$ cat config.mk
export PLATFORM = sky130hd
export DESIGN_NAME = gamepad_event_remapper_unit
export DESIGN_NICKNAME = d
export VERILOG_FILES = /design/src/hdl/germ_pkg.sv /design/src/hdl/gamepad_event_remapper_unit.sv /design/src/hdl/germ_front.sv /design/src/hdl/germ_queue.sv /design/src/hdl/germ_back.sv
export SDC_FILE = /design/constraint.sdc
export NUM_CORES = 1
export LEC_CHECK = 0
export ABC_AREA = 1
export BUFFER_PORTS_ARGS = -buffer_cell sky130_fd_sc_hd__clkbuf_2
export CAP_MARGIN = 10
export CELL_PAD_IN_SITES_DETAIL_PLACEMENT = 1
export CELL_PAD_IN_SITES_GLOBAL_PLACEMENT = 2
export CORE_MARGIN = 2
export CORE_UTILIZATION = 38
export CTS_CLUSTER_DIAMETER = 100
export DETAILED_ROUTE_END_ITERATION = 6
export HOLD_SLACK_MARGIN = 0.1
export PLACE_DENSITY = 0.8
export SLEW_MARGIN = 10
export SYNTH_ARGS = -nofsm -noshare
export SYNTH_HDL_FRONTEND = slang
export SYNTH_SLANG_ARGS = --single-unit
$ cat constraint.sdc
create_clock -name clock -period 3.8 [get_ports clock]
set_input_delay 0.19 -clock clock [delete_from_list [all_inputs] [get_ports clock]]
set_output_delay 0.19 -clock clock [all_outputs]
set_load 0.01 [all_outputs]
$ cat src/hdl/germ_pkg.sv
`default_nettype none
// ----------------------------------------------------------------------------
// germ_pkg
// Shared types, codes and remap tables for the gamepad event remapper.
// ----------------------------------------------------------------------------
package germ_pkg;

   // sizes
   localparam int AXIS_SLOTS  = 16;
   localparam int AXIS_IDX_W  = $clog2(AXIS_SLOTS);
   localparam int AXIS_W      = 16;
   localparam int BTN_W       = 18;
   localparam int BTN_IDX_W   = $clog2(BTN_W);
   localparam int SLOT_W      = 5;
   localparam int WORD_W      = 18;
   localparam int SNAP_WORDS  = AXIS_SLOTS + 1;
   localparam int QUEUE_DEPTH = 2;
   localparam int QUEUE_PTR_W = $clog2(QUEUE_DEPTH);
   localparam int QUEUE_CNT_W = $clog2(QUEUE_DEPTH + 1);

   // operation codes
   localparam logic [1:0] OP_EVENT   = 2'd0;
   localparam logic [1:0] OP_PUBLISH = 2'd1;
   localparam logic [1:0] OP_READ    = 2'd2;
   localparam logic [1:0] OP_UNUSED  = 2'd3;

   // event kinds
   localparam logic [7:0] KIND_BUTTON = 8'd1;
   localparam logic [7:0] KIND_AXIS   = 8'd2;

   // pad kinds
   localparam logic PAD_DIRECT = 1'b0;
   localparam logic PAD_REMAP  = 1'b1;

   // starting pressure, -32767
   localparam logic [AXIS_W-1:0] START_PRESSURE = 16'h8001;

   // last snapshot slot
   localparam logic [SLOT_W-1:0] LAST_SLOT = SLOT_W'(SNAP_WORDS - 1);

   typedef struct packed {
      logic [1:0]        op;
      logic [7:0]        event_kind;
      logic [7:0]        event_number;
      logic signed [15:0] event_value;
      logic [31:0]       event_time;
   } req_type;

   typedef struct packed {
      logic [SLOT_W-1:0] slot;
      logic [WORD_W-1:0] word;
      logic              last;
   } rsp_type;

   // decoded command from front to back
   typedef struct packed {
      logic                  do_publish;
      logic                  do_read;
      logic [BTN_W-1:0]      btn_mask;
      logic [BTN_W-1:0]      btn_val;
      logic                  ax0_en;
      logic [AXIS_IDX_W-1:0] ax0_idx;
      logic [AXIS_W-1:0]     ax0_val;
      logic                  ax1_en;
      logic [AXIS_IDX_W-1:0] ax1_idx;
      logic [AXIS_W-1:0]     ax1_val;
   } cmd_type;

   // remapped pad: button number to mask bit
   function automatic logic [BTN_IDX_W-1:0] btn_map(input logic [3:0] num);
      logic [BTN_IDX_W-1:0] b;
      unique case (num)
         4'd0:    b = 5'd15;
         4'd1:    b = 5'd14;
         4'd2:    b = 5'd13;
         4'd3:    b = 5'd12;
         4'd4:    b = 5'd10;
         4'd5:    b = 5'd11;
         4'd6:    b = 5'd8;
         4'd7:    b = 5'd9;
         4'd8:    b = 5'd0;
         4'd9:    b = 5'd3;
         4'd10:   b = 5'd1;
         4'd11:   b = 5'd2;
         4'd12:   b = 5'd16;
         4'd13:   b = 5'd17;
         default: b = 5'd0;
      endcase
      return b;
   endfunction

   // remapped pad: axis number to slot
   function automatic logic [AXIS_IDX_W-1:0] axis_map(input logic [2:0] num);
      logic [AXIS_IDX_W-1:0] s;
      unique case (num)
         3'd0:    s = 4'd0;
         3'd1:    s = 4'd1;
         3'd2:    s = 4'd2;
         3'd3:    s = 4'd8;
         3'd4:    s = 4'd9;
         3'd5:    s = 4'd3;
         default: s = 4'd0;
      endcase
      return s;
   endfunction

endpackage
`default_nettype wire

$ cat src/hdl/gamepad_event_remapper_unit.sv
`default_nettype none
// ----------------------------------------------------------------------------
// gamepad_event_remapper_unit
// Folds gamepad events into a button mask and axis table, publishes
// snapshots at burst boundaries and reads them out as 17 words.
// ----------------------------------------------------------------------------
// Events and publish transactions are taken at one per cycle while the queue
// has space: the front end decodes each into a command, a two-entry queue
// buffers it, and the back end applies it to the working state. A read
// transaction holds the back end while it streams the snapshot (button mask
// first, then the 16 axis slots, last set on slot 16) through a single response
// register, one word per cycle when the sink is ready; the front keeps taking
// transactions until the queue fills. Writing csr_wdata sets the pad mode and
// reloads the starting state in the same cycle; write it only while idle.
module gamepad_event_remapper_unit (
   input  wire logic              clock,
   input  wire logic              reset,
   input  wire logic              req_valid,
   output logic                   req_ready,
   input  wire germ_pkg::req_type req_data,
   output logic                   rsp_valid,
   input  wire logic              rsp_ready,
   output germ_pkg::rsp_type      rsp_data,
   input  wire logic              csr_we,
   input  wire logic              csr_wdata
);
   import germ_pkg::*;

   logic    push_valid;
   logic    push_ready;
   cmd_type push_data;
   logic    pop_valid;
   logic    pop_ready;
   cmd_type pop_data;

   // decode front
   germ_front u_front (
      .clock     (clock),
      .reset     (reset),
      .req_valid (req_valid),
      .req_ready (req_ready),
      .req_data  (req_data),
      .csr_we    (csr_we),
      .csr_wdata (csr_wdata),
      .cmd_valid (push_valid),
      .cmd_ready (push_ready),
      .cmd_data  (push_data)
   );

   // command queue
   germ_queue u_queue (
      .clock      (clock),
      .reset      (reset),
      .push_valid (push_valid),
      .push_ready (push_ready),
      .push_data  (push_data),
      .pop_valid  (pop_valid),
      .pop_ready  (pop_ready),
      .pop_data   (pop_data)
   );

   // state back end
   germ_back u_back (
      .clock     (clock),
      .reset     (reset),
      .csr_we    (csr_we),
      .csr_wdata (csr_wdata),
      .cmd_valid (pop_valid),
      .cmd_ready (pop_ready),
      .cmd_data  (pop_data),
      .rsp_valid (rsp_valid),
      .rsp_ready (rsp_ready),
      .rsp_data  (rsp_data)
   );

endmodule
`default_nettype wire

$ cat src/hdl/germ_front.sv
`default_nettype none
// ----------------------------------------------------------------------------
// germ_front
// Accepts request transactions, tracks burst timestamps and decodes each
// event into button mask and axis slot updates for the back end.
// ----------------------------------------------------------------------------
module germ_front (
   input  wire logic             clock,
   input  wire logic             reset,
   input  wire logic             req_valid,
   output logic                  req_ready,
   input  wire germ_pkg::req_type req_data,
   input  wire logic             csr_we,
   input  wire logic             csr_wdata,
   output logic                  cmd_valid,
   input  wire logic             cmd_ready,
   output germ_pkg::cmd_type     cmd_data
);
   import germ_pkg::*;

   logic        pad_kind_ff;
   logic [31:0] prev_time_ff;
   logic        time_seen_ff;
   logic        accept;
   logic        nonzero;
   logic        neg;
   logic        pos;
   logic [7:0]  num;
   logic [BTN_IDX_W-1:0] mapped_bit;
   cmd_type     cmd;

   // the unused op is taken and dropped, so ready only follows queue space
   assign req_ready = cmd_ready;
   assign accept    = req_valid && cmd_ready;
   assign cmd_valid = req_valid && (req_data.op != OP_UNUSED);
   assign cmd_data  = cmd;

   assign num        = req_data.event_number;
   assign nonzero    = |req_data.event_value;
   assign neg        = req_data.event_value[AXIS_W-1];
   assign pos        = !neg && nonzero;
   assign mapped_bit = btn_map(num[3:0]);

   // event decode
   always_comb begin
      cmd = '0;
      unique case (req_data.op)
         OP_EVENT: begin
            cmd.do_publish = time_seen_ff && (req_data.event_time != prev_time_ff);
            if (req_data.event_kind == KIND_BUTTON) begin
               if (pad_kind_ff == PAD_DIRECT) begin
                  if (num < 8'd17) begin
                     cmd.btn_mask[num[BTN_IDX_W-1:0]] = 1'b1;
                     cmd.btn_val[num[BTN_IDX_W-1:0]]  = nonzero;
                  end
               end else if (num < 8'd14) begin
                  cmd.btn_mask[mapped_bit] = 1'b1;
                  cmd.btn_val[mapped_bit]  = nonzero;
                  // face and shoulder buttons also carry a pressure
                  if (num < 8'd12 && num != 8'd6 && num != 8'd7) begin
                     cmd.ax0_en  = 1'b1;
                     cmd.ax0_idx = mapped_bit[AXIS_IDX_W-1:0];
                     cmd.ax0_val = req_data.event_value;
                  end
               end
            end else if (req_data.event_kind == KIND_AXIS) begin
               if (pad_kind_ff == PAD_DIRECT) begin
                  if (num <= 8'd3) begin
                     cmd.ax0_en  = 1'b1;
                     cmd.ax0_idx = num[AXIS_IDX_W-1:0];
                     cmd.ax0_val = req_data.event_value;
                  end else if (num >= 8'd8 && num < 8'd20) begin
                     cmd.ax0_en  = 1'b1;
                     cmd.ax0_idx = 4'(num - 8'd4);
                     cmd.ax0_val = req_data.event_value;
                  end
               end else if (num == 8'd6) begin
                  // horizontal d-pad: left on bit 7, right on bit 5
                  cmd.btn_mask[7] = 1'b1;
                  cmd.btn_val[7]  = neg;
                  cmd.btn_mask[5] = 1'b1;
                  cmd.btn_val[5]  = pos;
                  cmd.ax0_en  = 1'b1;
                  cmd.ax0_idx = 4'd7;
                  cmd.ax0_val = AXIS_W'(neg);
                  cmd.ax1_en  = 1'b1;
                  cmd.ax1_idx = 4'd5;
                  cmd.ax1_val = AXIS_W'(pos);
               end else if (num == 8'd7) begin
                  // vertical d-pad: up on bit 4, down on bit 6
                  cmd.btn_mask[4] = 1'b1;
                  cmd.btn_val[4]  = neg;
                  cmd.btn_mask[6] = 1'b1;
                  cmd.btn_val[6]  = pos;
                  cmd.ax0_en  = 1'b1;
                  cmd.ax0_idx = 4'd4;
                  cmd.ax0_val = AXIS_W'(neg);
                  cmd.ax1_en  = 1'b1;
                  cmd.ax1_idx = 4'd6;
                  cmd.ax1_val = AXIS_W'(pos);
               end else if (num < 8'd6) begin
                  cmd.ax0_en  = 1'b1;
                  cmd.ax0_idx = axis_map(num[2:0]);
                  cmd.ax0_val = req_data.event_value;
               end
            end
         end
         OP_PUBLISH: cmd.do_publish = 1'b1;
         OP_READ:    cmd.do_read    = 1'b1;
         default:    cmd            = '0;
      endcase
   end

   // pad mode and burst timestamp tracking
   always_ff @(posedge clock) begin
      if (reset) begin
         pad_kind_ff  <= PAD_DIRECT;
         prev_time_ff <= '0;
         time_seen_ff <= 1'b0;
      end else if (csr_we) begin
         pad_kind_ff  <= csr_wdata;
         prev_time_ff <= '0;
         time_seen_ff <= 1'b0;
      end else if (accept && req_data.op == OP_EVENT) begin
         prev_time_ff <= req_data.event_time;
         time_seen_ff <= 1'b1;
      end
   end

endmodule
`default_nettype wire

$ cat src/hdl/germ_queue.sv
`default_nettype none
// ----------------------------------------------------------------------------
// germ_queue
// Short command queue between the decode front and the state back end.
// ----------------------------------------------------------------------------
module germ_queue (
   input  wire logic              clock,
   input  wire logic              reset,
   input  wire logic              push_valid,
   output logic                   push_ready,
   input  wire germ_pkg::cmd_type push_data,
   output logic                   pop_valid,
   input  wire logic              pop_ready,
   output germ_pkg::cmd_type      pop_data
);
   import germ_pkg::*;

   localparam logic [QUEUE_PTR_W-1:0] PTR_LAST = QUEUE_PTR_W'(QUEUE_DEPTH - 1);

   cmd_type                entries_ff [QUEUE_DEPTH];
   logic [QUEUE_PTR_W-1:0] wr_ptr_ff;
   logic [QUEUE_PTR_W-1:0] rd_ptr_ff;
   logic [QUEUE_CNT_W-1:0] count_ff;
   logic [QUEUE_CNT_W-1:0] count_in;
   logic                   push;
   logic                   pop;

   assign push_ready = count_ff != QUEUE_CNT_W'(QUEUE_DEPTH);
   assign pop_valid  = count_ff != '0;
   assign pop_data   = entries_ff[rd_ptr_ff];
   assign push       = push_valid && push_ready;
   assign pop        = pop_valid && pop_ready;

   // occupancy
   always_comb begin
      count_in = count_ff;
      if (push && !pop) begin
         count_in = count_ff + 1'b1;
      end else if (pop && !push) begin
         count_in = count_ff - 1'b1;
      end
   end

   // pointers
   always_ff @(posedge clock) begin
      if (reset) begin
         wr_ptr_ff <= '0;
         rd_ptr_ff <= '0;
         count_ff  <= '0;
      end else begin
         count_ff <= count_in;
         if (push) begin
            wr_ptr_ff <= (wr_ptr_ff == PTR_LAST) ? '0 : wr_ptr_ff + 1'b1;
         end
         if (pop) begin
            rd_ptr_ff <= (rd_ptr_ff == PTR_LAST) ? '0 : rd_ptr_ff + 1'b1;
         end
      end
   end

   // storage
   always_ff @(posedge clock) begin
      if (push) begin
         entries_ff[wr_ptr_ff] <= push_data;
      end
   end

endmodule
`default_nettype wire

$ cat src/hdl/germ_back.sv
`default_nettype none
// ----------------------------------------------------------------------------
// germ_back
// Holds working and published pad state, applies decoded commands and
// streams the published snapshot out through the response register.
// ----------------------------------------------------------------------------
module germ_back (
   input  wire logic              clock,
   input  wire logic              reset,
   input  wire logic              csr_we,
   input  wire logic              csr_wdata,
   input  wire logic              cmd_valid,
   output logic                   cmd_ready,
   input  wire germ_pkg::cmd_type cmd_data,
   output logic                   rsp_valid,
   input  wire logic              rsp_ready,
   output germ_pkg::rsp_type      rsp_data
);
   import germ_pkg::*;

   logic [BTN_W-1:0]  work_buttons_ff;
   logic [BTN_W-1:0]  work_buttons_in;
   logic [BTN_W-1:0]  pub_buttons_ff;
   logic [AXIS_W-1:0] work_axes_ff [AXIS_SLOTS];
   logic [AXIS_W-1:0] work_axes_in [AXIS_SLOTS];
   logic [AXIS_W-1:0] pub_axes_ff  [AXIS_SLOTS];
   logic [AXIS_W-1:0] start_axes   [AXIS_SLOTS];
   logic              rd_active_ff;
   logic [SLOT_W-1:0] rd_slot_ff;
   logic [SLOT_W-1:0] slot_less;
   logic              rsp_valid_ff;
   rsp_type           rsp_data_ff;
   rsp_type           rsp_data_in;
   logic              out_free;
   logic              cmd_fire;

   assign cmd_ready = !rd_active_ff;
   assign cmd_fire  = cmd_valid && cmd_ready;
   assign out_free  = !rsp_valid_ff || rsp_ready;
   assign rsp_valid = rsp_valid_ff;
   assign rsp_data  = rsp_data_ff;
   assign slot_less = rd_slot_ff - 1'b1;

   // working state after the command's updates
   always_comb begin
      work_buttons_in = (work_buttons_ff & ~cmd_data.btn_mask)
                        | (cmd_data.btn_val & cmd_data.btn_mask);
      for (int i = 0; i < AXIS_SLOTS; i++) begin
         work_axes_in[i] = work_axes_ff[i];
         if (cmd_data.ax0_en && cmd_data.ax0_idx == AXIS_IDX_W'(i)) begin
            work_axes_in[i] = cmd_data.ax0_val;
         end
         if (cmd_data.ax1_en && cmd_data.ax1_idx == AXIS_IDX_W'(i)) begin
            work_axes_in[i] = cmd_data.ax1_val;
         end
      end
   end

   // starting pressures for the mode being written
   always_comb begin
      for (int i = 0; i < AXIS_SLOTS; i++) begin
         if (csr_wdata == PAD_DIRECT) begin
            start_axes[i] = (i >= 4) ? START_PRESSURE : '0;
         end else begin
            start_axes[i] = (i == 8 || i == 9) ? START_PRESSURE : '0;
         end
      end
   end

   // snapshot word for the current read slot
   always_comb begin
      rsp_data_in.slot = rd_slot_ff;
      rsp_data_in.last = rd_slot_ff == LAST_SLOT;
      if (rd_slot_ff == '0) begin
         rsp_data_in.word = pub_buttons_ff;
      end else begin
         rsp_data_in.word = WORD_W'(pub_axes_ff[slot_less[AXIS_IDX_W-1:0]]);
      end
   end

   // pad state
   always_ff @(posedge clock) begin
      if (reset) begin
         work_buttons_ff <= '0;
         pub_buttons_ff  <= '0;
         for (int i = 0; i < AXIS_SLOTS; i++) begin
            work_axes_ff[i] <= '0;
            pub_axes_ff[i]  <= '0;
         end
      end else if (csr_we) begin
         work_buttons_ff <= '0;
         pub_buttons_ff  <= '0;
         for (int i = 0; i < AXIS_SLOTS; i++) begin
            work_axes_ff[i] <= start_axes[i];
            pub_axes_ff[i]  <= start_axes[i];
         end
      end else if (cmd_fire && !cmd_data.do_read) begin
         // publish sees the state before this event
         if (cmd_data.do_publish) begin
            pub_buttons_ff <= work_buttons_ff;
            for (int i = 0; i < AXIS_SLOTS; i++) begin
               pub_axes_ff[i] <= work_axes_ff[i];
            end
         end
         work_buttons_ff <= work_buttons_in;
         for (int i = 0; i < AXIS_SLOTS; i++) begin
            work_axes_ff[i] <= work_axes_in[i];
         end
      end
   end

   // snapshot read sequencer and response register
   always_ff @(posedge clock) begin
      if (reset) begin
         rd_active_ff <= 1'b0;
         rd_slot_ff   <= '0;
         rsp_valid_ff <= 1'b0;
      end else begin
         if (out_free) begin
            rsp_valid_ff <= rd_active_ff;
         end
         if (cmd_fire && cmd_data.do_read) begin
            rd_active_ff <= 1'b1;
            rd_slot_ff   <= '0;
         end else if (rd_active_ff && out_free) begin
            if (rd_slot_ff == LAST_SLOT) begin
               rd_active_ff <= 1'b0;
            end
            rd_slot_ff <= rd_slot_ff + 1'b1;
         end
      end
   end

   always_ff @(posedge clock) begin
      if (rd_active_ff && out_free) begin
         rsp_data_ff <= rsp_data_in;
      end
   end

endmodule
`default_nettype wire

* After elaboration in Yosys (flattened, before gate mapping)
Memory sizes are Yosys's and may differ from the RTL's. A register that Yosys moved wholly into a read port is not among the register bits. Index checks and enable logic that the tools add are counted.
Word-level totals: RAM bits 672, input port bits 72, logic and storage cells 388, memories 4, ROM bits 80, register bits 105
Memory list:
- u_back.pub_axes_ff | words 16, width 16, rd ports 1, clocked after Yosys merged registers in 0, write ports 16, line germ_back.sv:26 | logic [AXIS_W-1:0] pub_axes_ff [AXIS_SLOTS];
- u_back.work_axes_ff | words 16, width 16, rd ports 16, clocked after Yosys merged registers in 0, write ports 16, line germ_back.sv:24 | logic [AXIS_W-1:0] work_axes_ff [AXIS_SLOTS];
- u_queue.entries_ff | words 2, width 80, rd ports 1, clocked after Yosys merged registers in 1, write ports 1, line germ_queue.sv:20 | cmd_type entries_ff [QUEUE_DEPTH];
- (name not given) | words 16, width 5, rd ports 1, clocked after Yosys merged registers in 0, write ports 0, line germ_pkg.sv:72 | unique case (num)
Operators by class: equal/unequal tests 47, multiplexer cells 165, $add $sub $neg 7, bitwise logic cells 70, order comparisons 11, reductions and logical operators 69
Operators by type and width (number):
- two-way mux 16 bit | 98
- two-way mux 21 bit | 11
- two-way mux 42 bit | 2
- two-way mux 78 bit | 1
- AND 18 bit | 4
- two-way mux 36 bit | 2
- == test 4 bit, second input constant | 16
- bitwise OR 1 bit | 64
- two-way mux 57 bit | 1
- logical AND 1 bit | 49
- two-way mux 1 bit | 35
- == test 4 x 3 -> 1 bit, second input constant | 8
- inequality test 32 bit | 1
- two-way mux 4 bit | 7
- case mux 4 bit (5 select lines) | 1
- inverter 18 bit | 1
- bitwise OR 18 bit | 1
- == test 4 x 2 -> 1 bit, second input constant | 4
- == test 8 x 3 -> 1 bit, second input constant | 2
- less-than comparator 8 x 4 -> 1 bit, second input constant | 2
- less-than comparator 8 x 5 -> 1 bit, second input constant | 2
- inequality test 8 x 3 -> 1 bit, second input constant | 2
- OR reduction 16 bit | 1
- two-way mux 14 bit | 1
- other kinds (33) | 53

* Longest topological paths before layout
An unclocked memory read counts as a cell.
depth in word-level cells 10, gate-level depth with buffers 13, depth with buffers taken out 12

* Cells and area by module
From an unflattened synthesis, not the netlist that was laid out.
Unflattened totals: cells, all modules 3866, area, all modules 37080.6 um^2
Modules (own cells, without submodules):
- germ_back | cells each 3008, times used 1, area each 27164.8 um^2, seq. area each 16636.0 um^2
- germ_queue | cells each 286, times used 1, area each 6416.2 um^2, seq. area each 4904.7 um^2
- germ_front | cells each 572, times used 1, area each 3499.6 um^2, seq. area each 680.7 um^2

* Least setup slack after synthesis
No wires, ideal clock.
kind flip-flop to flip-flop, from reg with a tool-made name, to mem u_back.pub_axes_ff[1][0] (enable), path slack -0.323 ns, path buffers 3, period minus slack after synthesis 4.123 ns, cell stages (with the launch flop) 8, data required time 2.791 ns, arrival time 3.114 ns, library setup time 1.009 ns, cell sequence dfxtp_1 > buf_6 > buf_6 > mux2i_2 > nand2_1 > nand2_2 > buf_2 > nand2_1
RTL lines (line):
- end, declared | germ_back.sv:26

==> flow_summary.rst <==
.. list-table::
   :header-rows: 1

   * - Metric
     - Value
   * - Status
     - finished clean
   * - Vertical extent of the die
     - 292.9 um
   * - Post-CTS setup repair buffer count
     - 0
   * - Post-Route Skew
     - between 20 and 30 ps
   * - Syn Inst Count
     - 2960
   * - Wire length of the first global-routing pass
     - around 140000 um
   * - Post-synth top area share
     - 59.65%
   * - Die outline width
     - just under 300 um
   * - Flip-flop cell with the highest count after synthesis
     - sky130_fd_sc_hd__edfxtp_1
   * - Clock transition at path regs
     - 60 ps
   * - Sequential area share after synthesis
     - around two thirds
   * - Clock latency on the worst-skew pair
     - 630 ps
   * - Setup crit end kind
     - flip-flop
   * - Aggregate global-route resource usage
     - 21.40%
   * - Sinks on Clock Net
     - ~740
   * - HP Class
     - in2reg
   * - Number of levels in the clock H-tree
     - 3
   * - RSZ-0062 raised after global routing
     - no
   * - Worst path max stage delay
     - approximately 540 ps
   * - Layout overhead on the synthesized area
     - 15.16%
   * - Half-perimeter wire length after detailed placement
     - between 60000 and 70000 um
   * - Final period utilization
     - 78.37%
   * - Commonest cells after routing, fill and taps aside
     - sky130_fd_sc_hd__edfxtp_1 (630), sky130_fd_sc_hd__nor2_1 (587), sky130_fd_sc_hd__inv_1 (396)
   * - Max-cap check violation count
     - 0
   * - Number of buffers created by CTS
     - 80
   * - Total Wirelength
     - 91600 um
   * - FP Rows
     - 105
   * - Capturing point of the worst reg2reg path
     - u_back.work_axes_ff[1][10]
   * - Number of antenna violations at the first check in global routing
     - 3
   * - Terminating pin of the worst hold path
     - u_front.time_seen_ff
   * - Number of storage elements in the synthesis netlist
     - around 740
   * - Core box area
     - ~82000 sq um
   * - Initial DRT Pass Iterations
     - 5
   * - CP Max Fanout
     - 36
   * - Cell Pwr Density
     - around 650 nW/um^2
   * - Buffer levels on the longest clock path
     - 3
   * - Setup_tns
     - 0 ps
   * - Mapped Nets
     - roughly 3000
   * - Via count of the first global-routing pass
     - around 23000
   * - Cells on worst reg2reg path
     - 10
   * - Post-synth EDFFs
     - 630
   * - Routed vias
     - 21440
   * - Antenna-violating nets left
     - 0
   * - Cell chain of the critical path
     - buf_4, nand2_1, o21ai_1, inv_1, nor2_1, nand2_1, inv_2, a21oi_1, o21ai_1, buf_4
   * - Maximum clock frequency
     - between 0.3 and 0.4 GHz
   * - Count of distinct cell types in the synthesized netlist
     - 41
   * - Starting density of the core
     - between 30% and 40%
   * - Crit path depth
     - 10
   * - First-iteration detailed-routing DRC count
     - ~1500
   * - Weighted congestion reported at the end of routability-driven placement
     - approximately 0.87
   * - N_diodes
     - 0
   * - Avg WL per Cell
     - between 20 and 25 um
   * - Combined buffer and inverter count along the critical path
     - 4
   * - Async S/R FF share, synth
     - 0%
   * - Grt total ovfl
     - 0
   * - Final Hold Viols
     - 0
   * - Nets
     - 3190
   * - DR vias/cell
     - 5.062
   * - Layout cell share with drive strength beyond 1
     - between 10% and 20%
   * - Startpoint of the worst hold path
     - csr_we
   * - Residual DRC
     - 0
   * - Largest net degree at the start of global routing
     - between 100 and 150
   * - Resized cells post-CTS
     - 0
   * - Total placed cells including tap cells
     - 4036
   * - Number of max-slew violations in the final report
     - 0
   * - Count of pins on the block boundary
     - slightly below 100
   * - Critical path class
     - reg2reg
   * - Cell type with the largest total area after synthesis
     - sky130_fd_sc_hd__edfxtp_1
   * - CP startpoint kind
     - flip-flop
   * - Clock root buffer
     - sky130_fd_sc_hd__clkbuf_16
   * - Leading cell type in the layout, fill and taps excluded
     - sky130_fd_sc_hd__edfxtp_1
   * - Data required time at the worst endpoint
     - between 4000 and 5000 ps
   * - Die Area
     - ~86000 sq um
   * - Crit-path leading delay family
     - buffers and inverters
   * - Cell depth of the worst min-delay path
     - 4
   * - Worst slew margin relative to its limit
     - 33.88%
   * - Clock tree from TritonCTS
     - built
   * - Static power due to leakage
     - about 14 nW
   * - Count of buffers from port buffering
     - 97
   * - Average footprint of a synthesized cell
     - approximately 11 sq um
   * - Shortest period the worst path allows
     - around 3000 ps
   * - Area of the mapped netlist
     - 31710 sq um
   * - Max stage delay cell, worst path
     - sky130_fd_sc_hd__buf_4
   * - Worst-case register-to-register setup slack
     - roughly 800 ps
   * - Setup-failing EPs final
     - 0
   * - Total of warnings raised by yosys
     - 0
   * - Arrival time worst endpoint
     - roughly 3300 ps
   * - Tightest Pin Transition
     - between 900 and 1000 ps
   * - Dominant cells by area after synthesis
     - sky130_fd_sc_hd__edfxtp_1 (60%), sky130_fd_sc_hd__dfxtp_1 (7.2%), sky130_fd_sc_hd__nor2_1 (7.0%)
   * - Final standard cell count with taps included and fillers excluded
     - between 4000 and 5000
   * - Maximum resistive drop on vdd
     - between 0.4 and 0.5 mV
   * - Layout Utilization
     - about 44%
-- cell type report --
cell class / instances / area [sq um]
clock inverters: 41 / 451.7
flip-flops and latches: 744 / 21210
multi-input cells: 1653 / 8209
repair buffers: 207 / 1629
well taps: 1070 / 1339
clock buffers: 104 / 2112
fillers: 8913 / 45850
inverters: 417 / 1574
-- synth_stat cells (5+ instances only) --
master                     number
sky130_fd_sc_hd__xnor2_1       31
sky130_fd_sc_hd__mux2_2        25
sky130_fd_sc_hd__o21ai_2        5
sky130_fd_sc_hd__ha_1          15
sky130_fd_sc_hd__nand2_2        6
sky130_fd_sc_hd__buf_6         20
sky130_fd_sc_hd__mux2i_1        8
sky130_fd_sc_hd__o21ai_1       52
sky130_fd_sc_hd__nand3_1       93
sky130_fd_sc_hd__or2_1          6
sky130_fd_sc_hd__nand2_1      326
sky130_fd_sc_hd__nor2_1       590
sky130_fd_sc_hd__buf_4          7
sky130_fd_sc_hd__nand4_1        9
sky130_fd_sc_hd__o21ai_0      224
sky130_fd_sc_hd__clkbuf_1      63
sky130_fd_sc_hd__mux2_4        10
sky130_fd_sc_hd__nor2_4        12
sky130_fd_sc_hd__dfxtp_1      114
sky130_fd_sc_hd__edfxtp_1     630
sky130_fd_sc_hd__o211ai_1      66
sky130_fd_sc_hd__buf_2         50
sky130_fd_sc_hd__nor3_1        17
sky130_fd_sc_hd__inv_2         19
sky130_fd_sc_hd__mux2i_4        6
sky130_fd_sc_hd__inv_1        397
sky130_fd_sc_hd__a21oi_1      127
sky130_fd_sc_hd__nor2_2         6
-- power breakdown --
group	leakage (nW)	internal [W]	switching, W
combinational	5.34	0.00146	0.00381
clock	1.26	0.00454	0.00322
sequential	7.54	0.0102	0.000437
total	14.1	0.0162	0.00746
-- layer usage --
layer  track usage [%]  wire length (um)
met5                 0                34
met4             7.767              3163
met3             3.707              5111
met2             37.11             45830
met1             26.82             37460
-- repair_timing --
| action | CTS | global route |
|---|---|---|
| endpoints found under the hold margin | 82 | 0 |
| setup endpoints to repair | 0 | 0 |
| hold buffers | 54 | 0 |
-- sequential cells by signal (all words and copies together) (netlist names), 2 cells and up, named ones only --
signal	count
u_back.rd_slot_ff	5
u_queue.count_ff	2
u_front.prev_time_ff	32
u_back.work_axes_ff	256
u_back.rsp_data	24
u_queue.entries_ff	126
u_back.pub_buttons_ff	18
u_back.pub_axes_ff	256
-- worst max path at each step --
stage               from                          to  slack [ps]
6_report       flip-flop  u_back.work_axes_ff[1][10]         820
5_1_grt        flip-flop   u_back.work_axes_ff[1][9]         490
4_1_cts        flip-flop  u_back.work_axes_ff[1][10]         750
3_5_place_dp   flip-flop   u_back.work_axes_ff[1][5]         840
3_3_place_gp   flip-flop  u_back.work_axes_ff[3][51]         850
2_1_floorplan  flip-flop    u_back.pub_axes_ff[1][0]         790
-- worst min-delay path, stage by stage --
cell and delay (ps):
sky130_fd_sc_hd__clkbuf_2 190, sky130_fd_sc_hd__nor2_4 120, sky130_fd_sc_hd__inv_1 170, sky130_fd_sc_hd__a21oi_1 60
-- through the flow --
stage | hold slack, ps | total power [W] | setup slack, ps | area (sq um)
after floorplan | 371.1 | 0.01384 | 794.4 | 31720
after global placement | 435.8 | 0.01587 | 845.3 | 33390
after CTS | 165.9 | 0.02385 | 754.9 | 36500
after global routing | 196.0 | 0.02465 | 485.9 | 36520
after detailed placement | 447.9 | 0.01604 | 837.1 | 33390
final | 169.8 | 0.02365 | 822.0 | 36520
-- cells by family after synthesis --
family          synth area share, %
fa+ha+maj                    0.5918
xor+xnor                     0.9627
flops                         66.85
buf+inv                       7.492
mux                           2.225
compound gates                8.226
simple gates                  13.65
No activity file was read; power rests on OpenSTA's default activity.
